`src/hdl/ttws_pkg.sv`:
```
`timescale 1ns / 1ps
// ----------------------------------------------------------------------------
// ttws_pkg: shared types and constants for the tick timer wakeup scheduler
// Opcodes, result kinds, table sizes and controller/datapath interface types.
// ----------------------------------------------------------------------------
package ttws_pkg;

	localparam int SleepSlots = 16;
	localparam int JobSlots   = 16;
	localparam int MaxResults = 32;
	localparam int SW = (SleepSlots > 1) ? $clog2(SleepSlots) : 1;
	localparam int JW = (JobSlots > 1) ? $clog2(JobSlots) : 1;
	localparam int CntW = $clog2(MaxResults + 1);

	localparam logic [2:0] OP_TICK   = 3'd0;
	localparam logic [2:0] OP_TIME   = 3'd1;
	localparam logic [2:0] OP_DELAY  = 3'd2;
	localparam logic [2:0] OP_UNTIL  = 3'd3;
	localparam logic [2:0] OP_SCHED  = 3'd4;

	localparam logic [2:0] K_WAKE    = 3'd0;
	localparam logic [2:0] K_TIME    = 3'd1;
	localparam logic [2:0] K_DELIVER = 3'd2;
	localparam logic [2:0] K_ACK     = 3'd3;
	localparam logic [2:0] K_ERROR   = 3'd4;

	typedef enum logic [3:0] {
		ST_IDLE,
		ST_DECODE,
		ST_SCAN_S,
		ST_POP_S,
		ST_SCAN_J,
		ST_POP_J,
		ST_EMIT,
		ST_EMIT2
	} state_t;

	// Result source selected by the controller
	typedef enum logic [2:0] {
		RS_WAKE_REQ,
		RS_TIME_REQ,
		RS_ERR_REQ,
		RS_ACK_REQ,
		RS_DELIV_IN,
		RS_WAKE_SLOT,
		RS_DELIV_SLOT
	} rsel_t;

	typedef struct packed {
		logic  load;       // capture input transaction
		logic  tick;       // advance counter
		logic  store_s;    // write sleep entry at free slot
		logic  store_j;    // write job entry at free slot
		logic  scan_clr;   // restart a table scan
		logic  scan_s;     // step sleep scan
		logic  scan_j;     // step job scan
		logic  pop_s;      // release found sleeper
		logic  pop_j;      // release found job
		logic  emit;       // load output register
		logic  flush;      // release held tick result as the last one
		rsel_t rsel;
		logic  rlast;
	} cmd_t;

	typedef struct packed {
		logic [2:0] op;
		logic       tv_zero;    // tick_value is zero
		logic       until_past; // tick_value at or below counter
		logic       s_free;     // a sleep slot is free
		logic       j_free;     // a job slot is free
		logic       scan_done;
		logic       found;      // scan found a due entry
		logic       out_busy;   // output register holds a result not taken this cycle
	} sts_t;

endpackage

```
`src/hdl/ttws_ctrl.sv`:
```
`timescale 1ns / 1ps
// ----------------------------------------------------------------------------
// ttws_ctrl: operation sequencer
// Decodes one transaction, steps table scans and orders the results.
// ----------------------------------------------------------------------------
module ttws_ctrl (
	input  logic            clk,
	input  logic            arst_n,
	input  logic            in_valid,
	output logic            in_ready,
	input  ttws_pkg::sts_t  sts,
	output ttws_pkg::cmd_t  cmd
);
	import ttws_pkg::*;

	state_t state_q, state_nx;
	logic [CntW-1:0] n_q, n_nx;

	// State register
	always_ff @(posedge clk or negedge arst_n) begin
		if (!arst_n) begin
			state_q <= ST_IDLE;
			n_q <= '0;
		end else begin
			state_q <= state_nx;
			n_q <= n_nx;
		end
	end

	// Next state and commands
	always_comb begin
		state_nx = state_q;
		n_nx = n_q;
		cmd = '0;
		cmd.rsel = RS_ERR_REQ;
		in_ready = 1'b0;
		unique case (state_q)
			ST_IDLE: begin
				in_ready = 1'b1;
				if (in_valid) begin
					cmd.load = 1'b1;
					state_nx = ST_DECODE;
				end
			end
			ST_DECODE: begin
				if (!sts.out_busy) begin
					state_nx = ST_IDLE;
					cmd.rlast = 1'b1;
					case (sts.op)
						OP_TICK: begin
							cmd.tick = 1'b1;
							cmd.scan_clr = 1'b1;
							n_nx = '0;
							state_nx = ST_SCAN_S;
						end
						OP_TIME: begin
							cmd.emit = 1'b1;
							cmd.rsel = RS_TIME_REQ;
						end
						OP_DELAY, OP_UNTIL: begin
							if ((sts.op == OP_DELAY && sts.tv_zero) ||
									(sts.op == OP_UNTIL && sts.until_past)) begin
								cmd.emit = 1'b1;
								cmd.rsel = RS_WAKE_REQ;
							end else if (!sts.s_free) begin
								cmd.emit = 1'b1;
								cmd.rsel = RS_ERR_REQ;
							end else begin
								cmd.store_s = 1'b1;
							end
						end
						OP_SCHED: begin
							cmd.emit = 1'b1;
							if (sts.tv_zero) begin
								cmd.rsel = RS_DELIV_IN;
								cmd.rlast = 1'b0;
								state_nx = ST_EMIT2;
							end else if (!sts.j_free) begin
								cmd.rsel = RS_ERR_REQ;
							end else begin
								cmd.store_j = 1'b1;
								cmd.rsel = RS_ACK_REQ;
							end
						end
						default: begin
							cmd.emit = 1'b1;
							cmd.rsel = RS_ERR_REQ;
						end
					endcase
				end
			end
			ST_EMIT2: begin
				if (!sts.out_busy) begin
					cmd.emit = 1'b1;
					cmd.rsel = RS_ACK_REQ;
					cmd.rlast = 1'b1;
					state_nx = ST_IDLE;
				end
			end
			ST_SCAN_S: begin
				if (sts.scan_done) begin
					cmd.scan_clr = 1'b1;
					state_nx = (sts.found && n_q != CntW'(MaxResults)) ? ST_POP_S : ST_SCAN_J;
				end else begin
					cmd.scan_s = 1'b1;
				end
			end
			ST_POP_S: begin
				if (!sts.out_busy) begin
					cmd.pop_s = 1'b1;
					cmd.emit = 1'b1;
					cmd.rsel = RS_WAKE_SLOT;
					n_nx = n_q + 1'b1;
					state_nx = ST_SCAN_S;
				end
			end
			ST_SCAN_J: begin
				if (sts.scan_done) begin
					cmd.scan_clr = 1'b1;
					state_nx = (sts.found && n_q != CntW'(MaxResults)) ? ST_POP_J : ST_EMIT;
				end else begin
					cmd.scan_j = 1'b1;
				end
			end
			ST_POP_J: begin
				if (!sts.out_busy) begin
					cmd.pop_j = 1'b1;
					cmd.emit = 1'b1;
					cmd.rsel = RS_DELIV_SLOT;
					n_nx = n_q + 1'b1;
					state_nx = ST_SCAN_J;
				end
			end
			// Tick finished: the last result is held back one step so
			// its last flag can be set; release it once the output frees up.
			ST_EMIT: begin
				if (!sts.out_busy) begin
					cmd.flush = 1'b1;
					state_nx = ST_IDLE;
				end
			end
			default: state_nx = ST_IDLE;
		endcase
	end

endmodule

```
`src/hdl/ttws_dp.sv`:
```
`timescale 1ns / 1ps
// ----------------------------------------------------------------------------
// ttws_dp: scheduler datapath
// Counter, sleep and job tables, serial due-entry scan and output register
// with a one-entry hold so the final tick result carries its last flag.
// ----------------------------------------------------------------------------
module ttws_dp (
	input  logic            clk,
	input  logic            arst_n,
	input  ttws_pkg::cmd_t  cmd,
	output ttws_pkg::sts_t  sts,
	input  logic [2:0]      in_op,
	input  logic [7:0]      in_req,
	input  logic [31:0]     in_tv,
	input  logic [7:0]      in_tgt,
	input  logic [31:0]     in_pay,
	output logic            out_valid,
	input  logic            out_ready,
	output logic [2:0]      out_kind,
	output logic [7:0]      out_dest,
	output logic [31:0]     out_value,
	output logic            out_last
);
	import ttws_pkg::*;

	logic [2:0]  op_q;
	logic [7:0]  req_q, tgt_q;
	logic [31:0] tv_q, pay_q, now_q;

	logic [31:0] s_time [SleepSlots];
	logic [7:0]  s_task [SleepSlots];
	logic [SleepSlots-1:0] s_vld_q;
	logic [31:0] j_time [JobSlots];
	logic [7:0]  j_dst  [JobSlots];
	logic [31:0] j_dat  [JobSlots];
	logic [JobSlots-1:0] j_vld_q;

	// Scan state
	localparam int IW = (SW > JW) ? SW : JW;
	logic [IW:0]   idx_q;
	logic [IW-1:0] best_q;
	logic [31:0]   best_t_q;
	logic          found_q;

	// Output holding: pending result waits for the next one or for end of tick
	logic        hv_q;
	logic [2:0]  hk_q;
	logic [7:0]  hd_q;
	logic [31:0] hval_q;
	logic        ov_q;

	// Capture input
	always_ff @(posedge clk) begin
		if (cmd.load) begin
			op_q <= in_op; req_q <= in_req; tv_q <= in_tv;
			tgt_q <= in_tgt; pay_q <= in_pay;
		end
	end

	// Relative deadline with saturation
	logic [32:0] dl_sum;
	logic [31:0] dl;
	assign dl_sum = {1'b0, now_q} + {1'b0, tv_q};
	assign dl = dl_sum[32] ? '1 : dl_sum[31:0];

	// Lowest free slots
	logic [SW-1:0] s_free_i;
	logic [JW-1:0] j_free_i;
	always_comb begin
		s_free_i = '0;
		for (int i = SleepSlots - 1; i >= 0; i--)
			if (!s_vld_q[i]) s_free_i = SW'(i);
		j_free_i = '0;
		for (int i = JobSlots - 1; i >= 0; i--)
			if (!j_vld_q[i]) j_free_i = JW'(i);
	end

	// Counter and tables
	always_ff @(posedge clk or negedge arst_n) begin
		if (!arst_n) begin
			now_q <= '0;
			s_vld_q <= '0;
			j_vld_q <= '0;
		end else begin
			if (cmd.tick) now_q <= now_q + 32'd1;
			if (cmd.store_s) s_vld_q[s_free_i] <= 1'b1;
			if (cmd.store_j) j_vld_q[j_free_i] <= 1'b1;
			if (cmd.pop_s) s_vld_q[best_q[SW-1:0]] <= 1'b0;
			if (cmd.pop_j) j_vld_q[best_q[JW-1:0]] <= 1'b0;
		end
	end

	always_ff @(posedge clk) begin
		if (cmd.store_s) begin
			s_time[s_free_i] <= (op_q == OP_DELAY) ? dl : tv_q;
			s_task[s_free_i] <= req_q;
		end
		if (cmd.store_j) begin
			j_time[j_free_i] <= dl;
			j_dst[j_free_i] <= tgt_q;
			j_dat[j_free_i] <= pay_q;
		end
	end

	// Serial scan, one slot per cycle
	logic          cur_v;
	logic [31:0]   cur_t;
	logic [IW:0]   lim;
	logic          scan_s_act_q;
	always_comb begin
		cur_v = 1'b0;
		cur_t = '0;
		if (cmd.scan_s) begin
			cur_v = s_vld_q[idx_q[SW-1:0]];
			cur_t = s_time[idx_q[SW-1:0]];
		end else if (cmd.scan_j) begin
			cur_v = j_vld_q[idx_q[JW-1:0]];
			cur_t = j_time[idx_q[JW-1:0]];
		end
	end

	// End of the table being walked
	assign lim = scan_s_act_q ? (IW+1)'(SleepSlots) : (IW+1)'(JobSlots);

	always_ff @(posedge clk or negedge arst_n) begin
		if (!arst_n) begin
			idx_q <= '0;
			found_q <= 1'b0;
			scan_s_act_q <= 1'b1;
		end else if (cmd.scan_clr) begin
			idx_q <= '0;
			found_q <= 1'b0;
		end else if (cmd.scan_s || cmd.scan_j) begin
			scan_s_act_q <= cmd.scan_s;
			idx_q <= idx_q + 1'b1;
			if (cur_v && cur_t <= now_q && (!found_q || cur_t < best_t_q)) begin
				found_q <= 1'b1;
				best_q <= idx_q[IW-1:0];
				best_t_q <= cur_t;
			end
		end
	end

	// Output path: a new tick result pushes the held one to the output register; others go straight there
	logic        push;
	logic [2:0]  nk;
	logic [7:0]  nd;
	logic [31:0] nv;
	always_comb begin
		nk = K_ERROR; nd = req_q; nv = '0;
		case (cmd.rsel)
			RS_WAKE_REQ:   begin nk = K_WAKE; nv = now_q; end
			RS_TIME_REQ:   begin nk = K_TIME; nv = now_q; end
			RS_ACK_REQ:    nk = K_ACK;
			RS_DELIV_IN:   begin nk = K_DELIVER; nd = tgt_q; nv = pay_q; end
			RS_WAKE_SLOT:  begin nk = K_WAKE; nd = s_task[best_q[SW-1:0]]; nv = now_q; end
			RS_DELIV_SLOT: begin
				nk = K_DELIVER; nd = j_dst[best_q[JW-1:0]]; nv = j_dat[best_q[JW-1:0]];
			end
			default: ;
		endcase
	end

	logic tick_emit, tick_end;
	assign tick_emit = cmd.pop_s || cmd.pop_j;
	assign tick_end = cmd.flush && hv_q;
	assign push = (cmd.emit && !tick_emit) || (tick_emit && hv_q) || tick_end;

	always_ff @(posedge clk or negedge arst_n) begin
		if (!arst_n) begin
			ov_q <= 1'b0;
			hv_q <= 1'b0;
		end else begin
			if (ov_q && out_ready) ov_q <= 1'b0;
			if (push) ov_q <= 1'b1;
			if (tick_emit) hv_q <= 1'b1;
			else if (tick_end) hv_q <= 1'b0;
		end
	end

	always_ff @(posedge clk) begin
		if (tick_emit) begin
			hk_q <= nk; hd_q <= nd; hval_q <= nv;
		end
		if (push) begin
			if (cmd.emit && !tick_emit) begin
				out_kind <= nk; out_dest <= nd; out_value <= nv; out_last <= cmd.rlast;
			end else begin
				out_kind <= hk_q; out_dest <= hd_q; out_value <= hval_q; out_last <= tick_end;
			end
		end
	end

	assign out_valid = ov_q;

	// Status
	always_comb begin
		sts.op = op_q;
		sts.tv_zero = (tv_q == '0);
		sts.until_past = (tv_q <= now_q);
		sts.s_free = ~&s_vld_q;
		sts.j_free = ~&j_vld_q;
		sts.scan_done = (idx_q == lim);
		sts.found = found_q;
		sts.out_busy = ov_q && !out_ready;
	end

endmodule

```
`src/hdl/tick_timer_wakeup_scheduler_top.sv`:
```
`timescale 1ns / 1ps
// ----------------------------------------------------------------------------
// tick_timer_wakeup_scheduler_top: tick timer with sleep and job tables
// Counts ticks, parks sleepers and jobs, releases due sleepers, then due jobs, each in wake order.
// ----------------------------------------------------------------------------
// Channel  Dir  Handshake               Payload
// s_axis   in   s_axis_tvalid/tready    tuser = op; tdata = requester_id, tick_value,
//                                       target, payload
// m_axis   out  m_axis_tvalid/tready    tuser = kind; tdata = dest_id, value; tlast = last
//
// One transaction at a time. A tick walks the sleep table once per released
// entry plus one final pass, then the job table the same way. The output
// register holds one result; the sequencer stalls on m_axis_tready, and a
// tick ends only once its last result is out.
// Reset (arst_n) clears the counter and both valid vectors.
// ----------------------------------------------------------------------------
module tick_timer_wakeup_scheduler_top (
	input  logic         clk,
	input  logic         arst_n,
	input  logic         s_axis_tvalid,
	output logic         s_axis_tready,
	input  logic [79:0]  s_axis_tdata,  // requester_id[7:0] tick_value[39:8] job_target[47:40] job_payload[79:48]
	input  logic [2:0]   s_axis_tuser,  // op[2:0]
	output logic         m_axis_tvalid,
	input  logic         m_axis_tready,
	output logic [39:0]  m_axis_tdata,  // dest_id[7:0] value[39:8]
	output logic [2:0]   m_axis_tuser,  // kind[2:0]
	output logic         m_axis_tlast
);
	import ttws_pkg::*;

	cmd_t cmd;
	sts_t sts;
	logic [2:0]  kind;
	logic [7:0]  dest_id;
	logic [31:0] value;

	ttws_ctrl u_ctrl (
		.clk(clk), .arst_n(arst_n),
		.in_valid(s_axis_tvalid), .in_ready(s_axis_tready),
		.sts(sts), .cmd(cmd)
	);

	ttws_dp u_dp (
		.clk(clk), .arst_n(arst_n), .cmd(cmd), .sts(sts),
		.in_op(s_axis_tuser), .in_req(s_axis_tdata[7:0]),
		.in_tv(s_axis_tdata[39:8]), .in_tgt(s_axis_tdata[47:40]),
		.in_pay(s_axis_tdata[79:48]),
		.out_valid(m_axis_tvalid), .out_ready(m_axis_tready),
		.out_kind(kind), .out_dest(dest_id), .out_value(value), .out_last(m_axis_tlast)
	);

	assign m_axis_tdata = {value, dest_id};
	assign m_axis_tuser = kind;

	// Scan and release never overlap the input side
	a_no_accept_busy: assert property (@(posedge clk) disable iff (!arst_n)
		(cmd.scan_s || cmd.pop_s || cmd.scan_j || cmd.pop_j) |-> !s_axis_tready)
		else $error("input accepted during tick walk");

	a_one_release: assert property (@(posedge clk) disable iff (!arst_n)
		!(cmd.pop_s && cmd.pop_j))
		else $error("two releases in one cycle");

	a_store_excl: assert property (@(posedge clk) disable iff (!arst_n)
		cmd.store_s |-> !cmd.store_j && !cmd.emit)
		else $error("sleep store with a result");

endmodule

```
`config.mk`:
```
export PLATFORM = sky130hd
export DESIGN_NAME = tick_timer_wakeup_scheduler_top
export DESIGN_NICKNAME = d
export VERILOG_FILES = /design/src/hdl/ttws_pkg.sv /design/src/hdl/ttws_ctrl.sv /design/src/hdl/ttws_dp.sv /design/src/hdl/tick_timer_wakeup_scheduler_top.sv
export SDC_FILE = /design/constraint.sdc
export NUM_CORES = 2
export LEC_CHECK = 0
export BUFFER_PORTS_ARGS = -buffer_cell sky130_fd_sc_hd__buf_2
export CAP_MARGIN = 20
export CORE_MARGIN = 1
export CORE_UTILIZATION = 30
export DETAILED_ROUTE_END_ITERATION = 10
export PLACE_DENSITY_LB_ADDON = 0.05
export SETUP_SLACK_MARGIN = 0.5
export SLEW_MARGIN = 5
export SYNTH_ARGS = -nofsm -noshare
export SYNTH_HDL_FRONTEND = slang
export SYNTH_SLANG_ARGS = --single-unit
```
`constraint.sdc`:
```
create_clock -name clk -period 9.1 [get_ports clk]
set_input_delay 1.365 -clock clk [delete_from_list [all_inputs] [get_ports clk]]
set_output_delay 1.365 -clock clk [all_outputs]
set_load 0.01 [all_outputs]
```
-- Yosys cells after proc, flatten, opt, wreduce, memory -nomap -nowiden
Memory sizes are Yosys's and may differ from the RTL's. A register that Yosys moved wholly into a read port is not among the register bits.
Cells that the tools add are included.
W data, S select, Z words.
- add/subtract/negate cells: 4
- bitwise gates (word level): 6
- equality and inequality tests: 27
- magnitude comparators: 10
- reduce and logical (&&, ||, !) cells: 45
- multiplexer cells: 130
- operators with widths (kind ; count):
    $mux W4 ; 44
    $mux W32 ; 5
    $pmux W32 S3 ; 1
    $le A32 B32 Y1 ; 2
    $mux W16 ; 4
    $mux W1 ; 43
    $add A32 B32 Y33 ; 1
    $add A32 B1 Y32 const B ; 1
    $and A16 B16 Y16 ; 2
    $logic_not A32 Y1 ; 1
    $lt A32 B32 Y1 ; 1
    $or A16 B16 Y16 ; 2
    $reduce_and A16 Y1 ; 2
    $pmux W4 S7 ; 1
    $pmux W3 S4 ; 2
    $pmux W8 S3 ; 1
    $mux W3 ; 7
    $lt A4 B5 Y1 const B ; 4
    $mux W6 ; 3
    $ne A2 B2 Y1 const B ; 9
    $eq A4 B3 Y1 const B ; 4
    $not A16 Y16 ; 1
    $reduce_or A2 Y1 ; 7
    $logic_and A1 B1 Y1 ; 13
    30 further kinds ; 61
- memories: 5
- bits in writable memories: 1792
- input port bits: 87
- bits in registers: 288
- memories (name ; depth ; bits a word ; read ports ; clocked after memory_dff ; wr ports ; RTL line ; source):
    u_dp.j_dat ; 16 ; 32 ; 1 ; 1 ; 1 ; ttws_dp.sv:35 ; logic [31:0] j_dat [JobSlots];
    u_dp.j_time ; 16 ; 32 ; 1 ; 0 ; 1 ; ttws_dp.sv:33 ; logic [31:0] j_time [JobSlots];
    u_dp.s_time ; 16 ; 32 ; 1 ; 0 ; 1 ; ttws_dp.sv:30 ; logic [31:0] s_time [SleepSlots];
    u_dp.j_dst ; 16 ; 8 ; 1 ; 1 ; 1 ; ttws_dp.sv:34 ; logic [7:0] j_dst [JobSlots];
    u_dp.s_task ; 16 ; 8 ; 1 ; 1 ; 1 ; ttws_dp.sv:31 ; logic [7:0] s_task [SleepSlots];

-- Depth between registers and ports, before layout
- depth after elaboration: 24
- gate-level depth with buffers: 19

-- Cells and area by module
A second synthesis with hierarchy kept.
- cells, all modules: 4301
- area, all modules: 84509.8 µm²
- by module, submodules not included (module ; instances ; cells each ; seq. area each (µm²) ; area each (µm²)):
    ttws_dp ; 1 ; 4196 ; 61879.3 ; 83677.8
    ttws_ctrl ; 1 ; 105 ; 225.2 ; 832.0

-- Worst setup path before layout
Ideal clock, no wire load.
- path type: input to register
- from: input m_axis_tready
- to: memory u_dp.j_dat[9][0] (enable)
- stages on the path: 6
- path slack: 0.948 ns
- data required time: 8.494 ns
- buffers on the path: 0
- arrival: 7.546 ns
- path through: nor2b_1 nor3_2 nand3_1 nor2_1 nand3_1 nor3b_1
- word-level cells in the longest chain between the ends: 6
- ends and longest elaborated chain (what ; RTL line ; source):
    start: declaration ; tick_timer_wakeup_scheduler_top.sv:25 ; input logic m_axis_tready,
    $logic_not A1 Y1 ; ttws_dp.sv:205 ; sts.out_busy = ov_q && !out_ready;
    $logic_and A1 B1 Y1 ; ttws_dp.sv:205 ;
    $mux W4 ; ttws_ctrl.sv:46 ; if (!sts.out_busy) begin
    $mux W3 ; ttws_ctrl.sv:37 ; unique case (state_q)
    $mux W1 ; ttws_dp.sv:98 ; if (cmd.store_j) begin
    $mux W1 (implied by the code) ; ttws_dp.sv:101 ; j_dat[j_free_i] <= pay_q;
    end: declaration ; ttws_dp.sv:35 ;
Every way passes these cells.

-- Final worst setup path
- from: register u_dp.idx_q[1]
- to: register u_dp.best_t_q[11] (enable)
- word-level cells in the longest chain between the ends: 9
- elaborated cells between the ends (all ways): 24
- those cells by class: order compare: 2; eq/ne: 1; mux: 13; bitwise: 1; reduce/logical: 5; memory: 2
- ends and longest elaborated chain (what ; RTL line ; source):
    start: declaration ; ttws_dp.sv:40 ; logic [IW:0] idx_q;
    start signal: assignment ; ttws_dp.sv:135 ; idx_q <= idx_q + 1'b1;
    parallel branches: the longest is 4 deep, another holds $mem_v2 Z16 W32 ; -- ;
    $mux W32 (*) ; ttws_dp.sv:113 ; if (cmd.scan_s) begin
    via u_dp.cur_t[24] ; ttws_dp.sv:107 ; logic [31:0] cur_t;
    $le A32 B32 Y1 or $lt A32 B32 Y1 (tied branches) ; ttws_dp.sv:136 ; if (cur_v && cur_t <= now_q && (!found_q || cur_t < best_t_q)) begin
    $logic_and A1 B1 Y1 or $logic_or A1 B1 Y1 (tied branches) ; ttws_dp.sv:136 ;
    $logic_and A1 B1 Y1 (*) ; ttws_dp.sv:136 ;
    $reduce_and A4 Y1 (no line) (*) ; -- ;
    end signal: assignment ; ttws_dp.sv:139 ; best_t_q <= cur_t;
    end: declaration ; ttws_dp.sv:42 ; logic [31:0] best_t_q;
Mark *: on every way through the listed nets, which the timed path passes. The select of a mux whose other input is x is not followed.
A chain may end at the register's enable or synchronous reset.

==> flow_metrics.py <==
metrics = {
    "logic_synthesis": {
        "synth_commonest_cells": "1998 x edfxtp_1, 567 x mux4_2, 215 x inv_1, 154 x nand2_1, 134 x nand3_1",
        "synth_edf_count": 1998,
        "seq_area_frac_synth_pct": 73.2,
        "ys_ff_latch": 2083,
        "yosysTopAreaCell": "edfxtp_1",
        "netlist_area_sq_um": 84900,
        "yosysMostFrequentCell": "edfxtp_1",
        "yosysWarnings": 0,
        "yosysUniqueCellTypes": 88,
        "synth_fp_nets": 4530,
        "synthDominantCellAreaShare_pct": 70.7,
        "synthCells": 4310,
        "synthFlopType": "edfxtp_1",
        "async_flop_share_pct": 3.89,
        "avgSynthCellArea_sq_um": 19.7,
        "synthTopCellsByArea": "edfxtp_1 71%, mux4_2 15%, dfrtp_1 2.4%",
    },
    "route": {
        "wl_um": 274000,
        "firstDrtPassIters": 6,
        "wl_per_cell_um": 32.1,
        "vias": 43400,
        "viasPerCell": 5.09,
        "drtIter0Drc": 3819,
        "drcViolationCount": 0,
        "ant_nets": 0,
    },
    "global_route": {
        "grt_pass1_vias": 45400,
        "grt_max_degree": 103,
        "grt_pass1_wl_um": 378000,
        "antenna_found_initial": 15,
        "track_usage_pct": 19.1,
        "gr-total-overflow": 0,
    },
    "status": {
        "status": "finished clean",
    },
    "worst_setup_path": {
        "worstPathRequired_ns": 9.63,
        "crit_arrival_ns": 7.18,
        "cp.buffers_inverters": 4,
        "worstSetupPathType": "reg -> reg",
        "crit_slowest_cell": "dfrtp_4",
        "cp_max_fo": 51,
        "crit_path_start_kind": "flip-flop",
        "cp_slowest_stage_delay_ns": 1.07,
        "path_cells": "buf_4, mux4_2, mux4_2, inv_1, o22ai_1, ha_1, nand4_1, nor4_1, nand2_1, o31a_1, a31oi_1, nand3_1, clkinv_1, buf_4",
        "crit_family": "simple AND/OR/NAND/NOR gates",
        "endpoint_kind": "flip-flop",
    },
    "power_and_ir_drop": {
        "swShare_pct": 31.7,
        "p_int_mw": 19.8,
        "p_leak_nw": 31.7,
        "switching_power_mw": 9.21,
        "clkPwrFrac_pct": 31.7,
        "vdd_ir_drop_max_v": 0.000192,
        "p_comb_share_pct": 25.2,
        "powerDensity_nw_per_um2": 295,
        "pwr-share-seq_pct": 43.1,
    },
    "floorplanning": {
        "rows": 194,
        "start_util_pct": 30.3,
        "core_sq_um": 280000,
        "ios": 133,
        "die_h_um": 534,
        "dieArea_sq_um": 285000,
        "die_w_um": 534,
    },
    "sta": {
        "tightest_slew_ns": 1.16,
        "setup_viol": 0,
        "period_share_pct": 73.1,
        "fmax_mhz": 150,
        "final.setup.worst_slack_ns": 2.44,
        "tns_ns": 0,
        "report.final.slew_viol_count": 0,
        "rsz0062_at_grt": "false",
        "whs_ns": 0.474,
        "finalHoldViolations": 0,
        "skew_ns": 0.0669,
        "finalCriticalPeriod_ns": 6.66,
        "slew_headroom_pct": 22.7,
    },
    "flow_run": {
        "cap_violations": 0,
    },
    "place": {
        "gp_congestion": 0.820,
        "dp.cells": 8104,
        "io_buffers": 132,
        "placedInstanceArea_sq_um": 90900,
        "dpl.hpwl_um": 159000,
        "pre_cts_slack_ns": 2.46,
    },
    "clock_network": {
        "htreeDepth": 4,
        "ctsHoldBuffers": 0,
        "cts-root-buf": "clkbuf_16",
        "postCtsSetupRepairBufs": 0,
        "clock_sinks": 2083,
        "clkSlewWorstSetupHoldPaths_ns": 0.06,
        "cts_tree": "done",
        "cts_resized": 0,
        "clk_path_buf_depth": 4,
        "clock_latency_ns": 0.92,
        "numCtsBuffers": 239,
    },
    "finish": {
        "area_growth_pct": 15.7,
        "final_area_sq_um": 98200,
        "fin_nets": 4842,
        "drive_gt1_share_pct": 25.9,
        "layoutNonFillerInstCount": 8532,
    },
    "min_path": {
        "hp-class": "in -> async",
    },
}
## worst paths after layout
kind                            slack (ns)                        from                           to  cells past startpoint
worst max-delay path                  2.44   u_dp.idx_q[1]$_DFFE_PN0P_  u_dp.best_t_q[11]$_DFFE_PP_                     14
worst min-delay path                  0.47                      arst_n    u_dp.j_vld_q[5]$_DFF_PN0_                      1
worst max register to register        2.44   u_dp.idx_q[1]$_DFFE_PN0P_  u_dp.best_t_q[11]$_DFFE_PP_                     14
worst min register to register        0.51  u_dp.now_q[29]$_DFFE_PN0P_   u_dp.now_q[29]$_DFFE_PN0P_                      1
max in group asynchronous             7.43                      arst_n    u_dp.now_q[8]$_DFFE_PN0P_                      2
min in group clk                      0.51  u_dp.now_q[29]$_DFFE_PN0P_   u_dp.now_q[29]$_DFFE_PN0P_                      1
## state kept, by name (all words and copies together) (netlist names), 8 cells and up, named ones only
| register | flops |
|---|---|
| u_dp.best_t_q | 32 |
| u_dp.s_time | 512 |
| u_dp.hval_q | 32 |
| u_dp.req_q | 8 |
| u_dp.j_dat | 512 |
| u_dp.tv_q | 32 |
| u_dp.hd_q | 8 |
| u_dp.out_dest | 8 |
| u_dp.out_value | 32 |
| u_dp.j_vld_q | 16 |
| u_dp.tgt_q | 8 |
| u_dp.j_time | 512 |
| u_dp.now_q | 32 |
| u_dp.j_dst | 128 |
| u_dp.s_vld_q | 16 |
| u_dp.s_task | 128 |
| u_dp.pay_q | 32 |
## final cells by class
| type | instances | area [sq um] |
|---|---|---|
| diodes | 3 | 7.51 |
| clock buffers | 308 | 6290 |
| clock inverters | 116 | 993 |
| fillers | 26300 | 182000 |
| inverters | 216 | 816 |
| multi-input cells | 1809 | 21400 |
| flip-flops and latches | 2083 | 62100 |
| well taps | 3724 | 4660 |
| repair buffers | 273 | 1930 |
## cell usage in the layout (no fill, tap or decap), types with 11 or more instances in the layout
cell type	count
edfxtp_1	1998
mux4_2	567
clkbuf_16	239
inv_1	213
nand2_1	153
nand3_1	132
ha_1	132
buf_2	131
buf_4	126
nor2_1	102
a21oi_1	88
dfrtp_1	76
clkbuf_1	64
o21ai_0	57
clkinv_1	54
xnor2_1	51
a31oi_1	45
nand4_1	41
o22ai_1	40
mux2i_1	40
clkinv_2	33
nor3_1	31
nor2_4	20
a21o_1	20
nor4_1	18
nor2b_1	17
nor3_2	15
buf_12	15
nand2b_1	14
or3_1	13
o21ai_1	12
bufinv_16	12
a211oi_1	11
xor2_1	11
## through the flow
stage          util [%]  power (mW)
2_1_floorplan         -        17.0
3_3_place_gp       32.4        20.3
3_5_place_dp       32.4        20.3
4_1_cts            35.0        29.6
5_1_grt            35.0        30.3
6_report           35.0        29.0
## metal layers
layer  GRT usage [%]  vias to the layer above  wire length [um]
met2            30.5                     1041            129000
met4            5.35                        2              7550
met3            2.79                      370             12800
met5               0                        -                 8
met1            27.1                    23700            125000
li1                -                    18300                 -
## power groups by stage
| stage | logic (mW) | registers [mW] | clock network, mW |
|---|---|---|---|
| 2_1_floorplan | 4.65 | 12.3 | 0 |
| 3_3_place_gp | 7.56 | 12.7 | 0 |
| 3_5_place_dp | 7.52 | 12.7 | 0 |
| 4_1_cts | 7.54 | 12.5 | 9.48 |
| 5_1_grt | 7.89 | 12.6 | 9.78 |
| 6_report | 7.32 | 12.5 | 9.19 |
## cells by family after synthesis
logic type,count (synthesis),synth area share (%)
AO/OA/AOI/OAI,390,3.04
AND/OR/NAND/NOR,600,3.41
flip-flops,2083,73.2
adder cells (fa/ha/maj),134,1.98
multiplexers,623,15.7
XOR/XNOR,62,0.640
buffers and inverters,418,2.02
(Power assumes the default switching activity.)
